## src/design/vade_pkg.sv

```systemverilog
`timescale 1ns / 1ps
// Package for the voice activity ducking envelope core.
// Holds register indexes, fixed widths, sequencer states and the control bundle.
// Depends on nothing.
package vade_pkg;

    localparam int SAMPLE_W      = 16;
    localparam int SAMPLE_FIELDS = 4;
    localparam int MAX_CHANNELS  = 4;
    localparam int CHAN_LIMIT    = (MAX_CHANNELS < SAMPLE_FIELDS) ? MAX_CHANNELS : SAMPLE_FIELDS;
    localparam int CFG_IDX_W     = 3;
    localparam int CFG_DATA_W    = 16;
    localparam int PROD_W        = 32;

    localparam logic [15:0] Q15_ONE    = 16'h8000;
    localparam logic [31:0] ROUND_HALF = 32'h0000_8000;
    localparam logic [31:0] ROUND_Q15  = 32'h0000_4000;

    localparam logic [CFG_IDX_W-1:0] REG_CHANNELS  = 3'd0;
    localparam logic [CFG_IDX_W-1:0] REG_THRESHOLD = 3'd1;
    localparam logic [CFG_IDX_W-1:0] REG_ATTACK    = 3'd2;
    localparam logic [CFG_IDX_W-1:0] REG_RELEASE   = 3'd3;
    localparam logic [CFG_IDX_W-1:0] REG_DUCK_GAIN = 3'd4;
    localparam logic [CFG_IDX_W-1:0] REG_INTERVAL  = 3'd5;

    typedef enum logic [1:0] {
        ST_IDLE,
        ST_SMOOTH,
        ST_GAIN,
        ST_FINISH
    } vade_state_t;

    typedef enum logic {
        OP_SMOOTH,
        OP_GAIN
    } vade_op_t;

    typedef struct packed {
        logic     in_ready;
        logic     mul_en;
        vade_op_t op;
        logic     act_load;
        logic     commit;
    } vade_ctrl_t;

endpackage

```

## src/design/vade_peak.sv

```systemverilog
`timescale 1ns / 1ps
// Frame peak detector: largest magnitude over the channels in use, compared with the threshold.
// Depends on vade_pkg.
module vade_peak
    import vade_pkg::*;
(
    input  logic signed [SAMPLE_W-1:0] sample_zero,
    input  logic signed [SAMPLE_W-1:0] sample_one,
    input  logic signed [SAMPLE_W-1:0] sample_two,
    input  logic signed [SAMPLE_W-1:0] sample_three,
    input  logic [2:0]                 channels,
    input  logic [15:0]                threshold,
    output logic                       voice
);

    logic [SAMPLE_W-1:0] samples [SAMPLE_FIELDS];
    logic [SAMPLE_W:0]   mags    [SAMPLE_FIELDS];
    logic [2:0]          used;
    logic [SAMPLE_W:0]   peak;

    assign samples[0] = sample_zero;
    assign samples[1] = sample_one;
    assign samples[2] = sample_two;
    assign samples[3] = sample_three;

    assign used = (channels > 3'(CHAN_LIMIT)) ? 3'(CHAN_LIMIT) : channels;

    always_comb
    begin
        for (int i = 0; i < SAMPLE_FIELDS; i++)
        begin
            mags[i] = samples[i][SAMPLE_W-1] ? (17'h1_0000 - {1'b0, samples[i]})
                                             : {1'b0, samples[i]};
        end
        peak = '0;
        for (int i = 0; i < SAMPLE_FIELDS; i++)
        begin
            if ((3'(i) < used) && (mags[i] > peak))
            begin
                peak = mags[i];
            end
        end
    end

    assign voice = peak > {1'b0, threshold};

endmodule

```

## src/design/vade_mac.sv

```systemverilog
`timescale 1ns / 1ps
// Shared multiply-add unit with a registered result, used for smoothing and for the gain.
// Depends on vade_pkg.
module vade_mac
    import vade_pkg::*;
(
    input  logic              clk,
    input  logic              rst_n,
    input  logic              en,
    input  logic [15:0]       op_a,
    input  logic [15:0]       op_b,
    input  logic [PROD_W-1:0] addend,
    output logic [PROD_W-1:0] result
);

    logic [PROD_W-1:0] result_reg;
    logic [PROD_W-1:0] result_next;

    assign result_next = (PROD_W'(op_a) * PROD_W'(op_b)) + addend;

    always_ff @(posedge clk or negedge rst_n)
    begin
        if (!rst_n)
        begin
            result_reg <= '0;
        end
        else if (en)
        begin
            result_reg <= result_next;
        end
    end

    assign result = result_reg;

endmodule

```

## src/design/vade_ctrl.sv

```systemverilog
`timescale 1ns / 1ps
// Sequencer that steps one frame through the shared multiply-add unit.
// Depends on vade_pkg.
module vade_ctrl
    import vade_pkg::*;
(
    input  logic       clk,
    input  logic       rst_n,
    input  logic       in_valid,
    input  logic       out_hold,
    output vade_ctrl_t ctrl
);

    vade_state_t state_reg;
    vade_state_t state_next;

    always_ff @(posedge clk or negedge rst_n)
    begin
        if (!rst_n)
        begin
            state_reg <= ST_IDLE;
        end
        else
        begin
            state_reg <= state_next;
        end
    end

    always_comb
    begin
        state_next    = state_reg;
        ctrl.in_ready = 1'b0;
        ctrl.mul_en   = 1'b0;
        ctrl.op       = OP_SMOOTH;
        ctrl.act_load = 1'b0;
        ctrl.commit   = 1'b0;
        unique case (state_reg)
            ST_IDLE:
            begin
                ctrl.in_ready = 1'b1;
                if (in_valid)
                begin
                    state_next = ST_SMOOTH;
                end
            end
            ST_SMOOTH:
            begin
                ctrl.mul_en = 1'b1;
                ctrl.op     = OP_SMOOTH;
                state_next  = ST_GAIN;
            end
            ST_GAIN:
            begin
                ctrl.mul_en   = 1'b1;
                ctrl.op       = OP_GAIN;
                ctrl.act_load = 1'b1;
                state_next    = ST_FINISH;
            end
            ST_FINISH:
            begin
                if (!out_hold)
                begin
                    ctrl.commit = 1'b1;
                    state_next  = ST_IDLE;
                end
            end
            default:
            begin
                state_next = ST_IDLE;
            end
        endcase
    end

endmodule

```

## src/design/voice_activity_ducking_envelope_core.sv

```systemverilog
`timescale 1ns / 1ps
// Top level of the voice activity ducking envelope core.
// Depends on vade_pkg, vade_peak, vade_mac and vade_ctrl.

// Each input beat is one voice frame; the core gives one result beat per frame carrying the
// frame index, the Q15 smoothed voice activity, the Q8.8 dB ducking gain and a keyframe flag.
// A frame is accepted in idle, where its peak is found, then makes two passes through the
// single shared 16 by 16 multiply-add unit (smoothing, then gain) and is committed to the
// output register from the finish state. The core is not ready again until it is back in
// idle, so it takes no new frame before the last one has been committed. A new frame is
// taken while a finished result still waits at the output, but its commit then waits until
// that result has been read. A frame marked last returns activity and both counters to zero
// after its result; configuration registers keep their values.
module voice_activity_ducking_envelope_core
    import vade_pkg::*;
(
    input  logic                         clk,
    input  logic                         rst_n,
    input  logic                         cfg_we,
    input  logic [CFG_IDX_W-1:0]         cfg_index,
    input  logic [CFG_DATA_W-1:0]        cfg_data,
    input  logic                         in_valid,
    output logic                         in_ready,
    input  logic signed [SAMPLE_W-1:0]   sample_zero,
    input  logic signed [SAMPLE_W-1:0]   sample_one,
    input  logic signed [SAMPLE_W-1:0]   sample_two,
    input  logic signed [SAMPLE_W-1:0]   sample_three,
    input  logic                         last_frame,
    output logic                         out_valid,
    input  logic                         out_ready,
    output logic [31:0]                  frame_index,
    output logic [15:0]                  activity,
    output logic signed [15:0]           gain_db,
    output logic                         keyframe
);

    logic [2:0]         channels_reg;
    logic [15:0]        threshold_reg;
    logic [15:0]        attack_reg;
    logic [15:0]        release_reg;
    logic signed [15:0] duck_gain_reg;
    logic [15:0]        interval_reg;

    logic [15:0] act_reg;
    logic [31:0] frame_cnt_reg;
    logic [15:0] interval_cnt_reg;
    logic        voice_reg;
    logic        last_reg;

    logic        out_valid_reg;
    logic [31:0] frame_index_reg;
    logic [15:0] activity_reg;
    logic [15:0] gain_reg;
    logic        keyframe_reg;

    vade_ctrl_t  ctrl;
    logic        voice;
    logic        out_hold;
    logic        rising;
    logic [15:0] alpha;
    logic [15:0] gmag;
    logic [16:0] one_minus_alpha;
    logic [31:0] target_term;
    logic [15:0] act_new;
    logic [15:0] op_a;
    logic [15:0] op_b;
    logic [31:0] addend;
    logic [31:0] mac_result;
    logic [15:0] amag;
    logic [15:0] interval_eff;
    logic [15:0] interval_inc;
    logic [15:0] interval_cnt_next;

    vade_peak u_peak (
        .sample_zero  (sample_zero),
        .sample_one   (sample_one),
        .sample_two   (sample_two),
        .sample_three (sample_three),
        .channels     (channels_reg),
        .threshold    (threshold_reg),
        .voice        (voice)
    );

    vade_ctrl u_ctrl (
        .clk      (clk),
        .rst_n    (rst_n),
        .in_valid (in_valid),
        .out_hold (out_hold),
        .ctrl     (ctrl)
    );

    vade_mac u_mac (
        .clk    (clk),
        .rst_n  (rst_n),
        .en     (ctrl.mul_en),
        .op_a   (op_a),
        .op_b   (op_b),
        .addend (addend),
        .result (mac_result)
    );

    assign out_hold = out_valid_reg && !out_ready;
    assign in_ready = ctrl.in_ready;

    assign rising          = voice_reg && (act_reg < Q15_ONE);
    assign alpha           = rising ? attack_reg : release_reg;
    assign one_minus_alpha = 17'h1_0000 - {1'b0, alpha};
    assign target_term     = voice_reg ? {one_minus_alpha, 15'b0} : 32'd0;
    assign gmag            = duck_gain_reg[15] ? 16'(17'h1_0000 - {1'b0, duck_gain_reg}) : 16'd0;
    assign act_new         = (mac_result[31:16] > Q15_ONE) ? Q15_ONE : mac_result[31:16];

    always_comb
    begin
        if (ctrl.op == OP_SMOOTH)
        begin
            op_a   = alpha;
            op_b   = act_reg;
            addend = target_term + ROUND_HALF;
        end
        else
        begin
            op_a   = gmag;
            op_b   = act_new;
            addend = ROUND_Q15;
        end
    end

    assign amag              = mac_result[30:15];
    assign interval_eff      = (interval_reg == 16'd0) ? 16'd1 : interval_reg;
    assign interval_inc      = interval_cnt_reg + 16'd1;
    assign interval_cnt_next = (interval_inc >= interval_eff) ? 16'd0 : interval_inc;

    always_ff @(posedge clk or negedge rst_n)
    begin
        if (!rst_n)
        begin
            channels_reg  <= 3'd1;
            threshold_reg <= 16'd1024;
            attack_reg    <= 16'd0;
            release_reg   <= 16'd0;
            duck_gain_reg <= -16'sd3072;
            interval_reg  <= 16'd4800;
        end
        else if (cfg_we)
        begin
            unique case (cfg_index)
                REG_CHANNELS:  channels_reg  <= cfg_data[2:0];
                REG_THRESHOLD: threshold_reg <= cfg_data;
                REG_ATTACK:    attack_reg    <= cfg_data;
                REG_RELEASE:   release_reg   <= cfg_data;
                REG_DUCK_GAIN: duck_gain_reg <= cfg_data;
                REG_INTERVAL:  interval_reg  <= cfg_data;
                default:
                begin
                end
            endcase
        end
    end

    always_ff @(posedge clk or negedge rst_n)
    begin
        if (!rst_n)
        begin
            act_reg          <= '0;
            frame_cnt_reg    <= '0;
            interval_cnt_reg <= '0;
            voice_reg        <= 1'b0;
            last_reg         <= 1'b0;
            out_valid_reg    <= 1'b0;
        end
        else
        begin
            if (ctrl.in_ready && in_valid)
            begin
                voice_reg <= voice;
                last_reg  <= last_frame;
            end
            if (ctrl.act_load)
            begin
                act_reg <= act_new;
            end
            if (ctrl.commit)
            begin
                out_valid_reg <= 1'b1;
                if (last_reg)
                begin
                    act_reg          <= '0;
                    frame_cnt_reg    <= '0;
                    interval_cnt_reg <= '0;
                end
                else
                begin
                    frame_cnt_reg    <= frame_cnt_reg + 32'd1;
                    interval_cnt_reg <= interval_cnt_next;
                end
            end
            else if (out_ready)
            begin
                out_valid_reg <= 1'b0;
            end
        end
    end

    always_ff @(posedge clk)
    begin
        if (ctrl.commit)
        begin
            frame_index_reg <= frame_cnt_reg;
            activity_reg    <= act_reg;
            gain_reg        <= 16'd0 - amag;
            keyframe_reg    <= (interval_cnt_reg == 16'd0) || last_reg;
        end
    end

    assign out_valid   = out_valid_reg;
    assign frame_index = frame_index_reg;
    assign activity    = activity_reg;
    assign gain_db     = gain_reg;
    assign keyframe    = keyframe_reg;

endmodule
```

## config.mk

```make
export PLATFORM = sky130hd
export DESIGN_NAME = voice_activity_ducking_envelope_core
export DESIGN_NICKNAME = d
export VERILOG_FILES = /design/src/design/vade_pkg.sv /design/src/design/vade_peak.sv /design/src/design/vade_mac.sv /design/src/design/vade_ctrl.sv /design/src/design/voice_activity_ducking_envelope_core.sv
export SDC_FILE = /design/constraint.sdc
export NUM_CORES = 1
export LEC_CHECK = 0
export ABC_CLOCK_PERIOD_IN_PS = 12300
export CORE_MARGIN = 3
export CORE_UTILIZATION = 27
export DETAILED_ROUTE_END_ITERATION = 10
export DONT_BUFFER_PORTS = 1
export GPL_TIMING_DRIVEN = 0
export PLACE_DENSITY = 0.51
export RECOVER_POWER = 50
export SYNTH_ARGS = -nofsm -noshare
export SYNTH_HDL_FRONTEND = slang
export SYNTH_SLANG_ARGS = --single-unit
```

## constraint.sdc

```tcl
create_clock -name clk -period 12.3 [get_ports clk]
set_clock_uncertainty 0.1 [all_clocks]
set_input_delay 0.615 -clock clk [delete_from_list [all_inputs] [get_ports clk]]
set_output_delay 0.615 -clock clk [all_outputs]
set_load 0.01 [all_outputs]
```

==> flow_metrics.tcl <==
set metrics [dict create \
    grt_use_total_pct 14.9 \
    violations "max-capacitance violations, max-slew violations" \
    ys_types 90 \
    setup_viol 0 \
    die_area_um2 90800 \
    rsz0062_at_grt "no" \
    yosys_warnings 0 \
    avgSynthCellArea_um2 9.33 \
    synth_edf_count 65 \
    grt_pass1_wl_um 106000 \
    clock_sinks 234 \
    ant_nets 0 \
    multi_input_area_um2 15700 \
    row_count 107 \
    synth_compound_area_share_pct 10.9 \
    drc 0 \
    synth_top_family_by_area "adder cells" \
    status "complete, but fails checks" \
    fmax_mhz 88.8 \
    fin_nets 3058 \
    arrival_ns 11.57 \
    fin_crit_sh_pct 91.5 \
    drv_slew 170 \
    hold_class "in2reg" \
    num-fill-cells 9045 \
    reg2reg_depth 29 \
    dp_slack_ns 0.338 \
    grt_pass1_vias 18257 \
    setup_ws_ns 1.04 \
    rr_endpoint "u_mac.result[27]" \
    core_um2 85800 \
    synth_cells 2524 \
    fp.dieW_um 301 \
    cts-root-buf "clkbuf_16" \
    yosys_most_used_dff "dfrtp_1" \
    tightest_slew_ns 9.36 \
    worstHoldStart "cfg_data[10]" \
    synth_mux_area_share_pct 5.83 \
    slowest_stage "clkbuf_1" \
    crit_top_cell "o21a_1" \
    synthAdderAreaFrac_pct 28.5 \
    hold_end "threshold_reg[10]" \
    antenna_found_initial 4 \
    period_needed_ns 11.26 \
    syn_area_um2 23600 \
    cts_tree "done" \
    num_vias 17714 \
    hold_violations 0 \
    dr.pass1.iters 5 \
    wire_per_inst_um 17.9 \
    drt_iter0_markers 1037 \
    viasPerCell 4.76 \
    grt_max_degree 170 \
    path_delay_family "compound AO/OA/AOI/OAI gates" \
    synth-xor-area-share_pct 5.36 \
    clockBufferDepth 3 \
    syn_to_final_growth_pct 10.1 \
    dp_hpwl_um 54500 \
    synthSimpleGateAreaFrac_pct 16.0 \
    die_y_um 301 \
    worst-path-max-fanout 10 \
    clk_pin_slew_worst_paths_ns 0.06 \
    startpoint_type "input port" \
    seqCellArea_um2 6190 \
    final_cells 3725 \
    io_pins 156 \
    required_ns 12.61 \
    synth_top_area_share_pct 17.9 \
    ys_seq_elements 234 \
    insertion_delay_ns 0.55 \
    async_flop_share_pct 72.2 \
    critical_path_class "in2reg" \
    r2r_slack_ns 2.06 \
    drive_above_1_share_pct 6.24 \
    holdPathStages 2 \
    htree_levels 1 \
    critPathCaptureType "flop" \
    final_util_pct 30.2 \
    drv_cap 1 \
    setup_tns_ns 0 \
    portBuffers 0 \
    synth_top_area_cell "fa_1" \
    place.gp.congestion 0.869 \
    placed_cells 3673 \
    globalRoute.totalOverflow 0 \
    numCtsBuffers 27 \
    ys_seq_area_share_pct 26.3 \
    totalWireLength_um 66600 \
    worstReg2RegStart "u_ctrl.state_reg[0]" \
    crit_buf_inv 7 \
    cpPeakStageDelay_ns 0.50 \
    synth_area_leaders "fa_1 18%, dfrtp_1 17%, ha_1 11%" \
    initial_core_util_pct 27.4 \
    relSlewSlack_pct -524 \
]
## layer usage
layer	wire length, um	vias up	part of all wire (%)	track usage, %
met3	4310	62	6.5	3.18
met5	25	-	0.038	0
met4	1130	2	1.7	2.33
met2	30000	484	45	24.0
li1	-	8551	-	-
met1	31000	8615	47	20.7
## final cells by class
cell class / instances / area share (%)
multi-input combinational: 1854 / 60.6
sequential: 234 / 23.9
tap: 1144 / 5.52
inverter: 346 / 5.01
clock buffer: 38 / 2.96
buffer: 94 / 1.44
clock inverter: 12 / 0.473
timing repair buffer: 2 / 0.0917
antenna: 1 / 0.00965
## placed cells by master, fill, tap and decap left out, types with 32 or more instances in the layout
cell type	n
inv_1	345
nand2_1	294
fa_1	210
nor2_1	206
ha_1	200
dfrtp_1	158
clkbuf_1	91
mux2_2	82
xnor2_1	77
xor2_1	67
o21ai_0	67
edfxtp_1	65
a21oi_1	55
mux2i_1	40
nand3_1	37
a21o_1	35
nand2b_1	33
nor3_1	32
## synthesized netlist by cell type, types with 5 or more instances
| master | n |
|---|---|
| a21o_1 | 35 |
| o21ai_0 | 67 |
| nor2_1 | 206 |
| a22o_1 | 9 |
| a221oi_1 | 5 |
| nand3b_1 | 7 |
| o22ai_1 | 12 |
| nand2b_1 | 33 |
| or4b_1 | 7 |
| or3_1 | 15 |
| xor2_1 | 67 |
| o41ai_1 | 10 |
| nand4_1 | 30 |
| inv_1 | 345 |
| dfstp_2 | 11 |
| and2_1 | 20 |
| mux2i_1 | 40 |
| fa_1 | 210 |
| and4_1 | 8 |
| a21boi_1 | 6 |
| and3_1 | 15 |
| o21a_1 | 25 |
| nor3_1 | 32 |
| o22a_1 | 7 |
| ha_1 | 200 |
| clkbuf_1 | 86 |
| nor2b_1 | 23 |
| or4_1 | 11 |
| a22oi_1 | 18 |
| nand2_1 | 294 |
| o31ai_1 | 27 |
| xnor2_1 | 77 |
| dfrtp_1 | 158 |
| a21boi_0 | 10 |
| nor4b_1 | 6 |
| mux2_2 | 82 |
| nand3_1 | 37 |
| edfxtp_1 | 65 |
| o21ai_1 | 26 |
| a211oi_1 | 7 |
| nor4_1 | 23 |
| a21oi_1 | 55 |
## worst max path at each step
stage	cells past startpoint	end	from	slack, ns
2_1_floorplan	49	voice_reg	sample_zero[0]	1.94
3_3_place_gp	48	voice_reg	sample_zero[0]	0.24
3_5_place_dp	48	voice_reg	sample_zero[0]	0.34
4_1_cts	49	voice_reg	sample_zero[0]	0.84
5_1_grt	50	voice_reg	sample_zero[0]	0.1
6_report	50	voice_reg	sample_zero[0]	1.04
## cells by family (layout without fill, tap and decap cells)
logic type               Yosys count  count (layout)
other                              2               7
XOR/XNOR                         144             144
adder cells (fa/ha/maj)          410             410
flip-flops                       234             234
AO/OA/AOI/OAI                    375             375
multiplexers                     126             126
AND/OR/NAND/NOR                  793             793
buffers and inverters            440             492
## through the flow
stage	hold WS, ns	instance area [um^2]
2_1_floorplan	0.219	23600
3_3_place_gp	0.227	25000
3_5_place_dp	0.227	25000
4_1_cts	0.0178	25900
5_1_grt	0.0672	25900
6_report	0.0795	25900
## what timing repair did
action	4_1_cts	5_1_grt
resized for setup	0	2
setup buffers	0	0
hold buffers	1	0
endpoints found under the setup margin	0	1
endpoints found under the hold margin	169	0
Power is left out: the tool's default activity adds up to more than one toggle a clock period on the data nets, which glitch-free logic cannot reach.
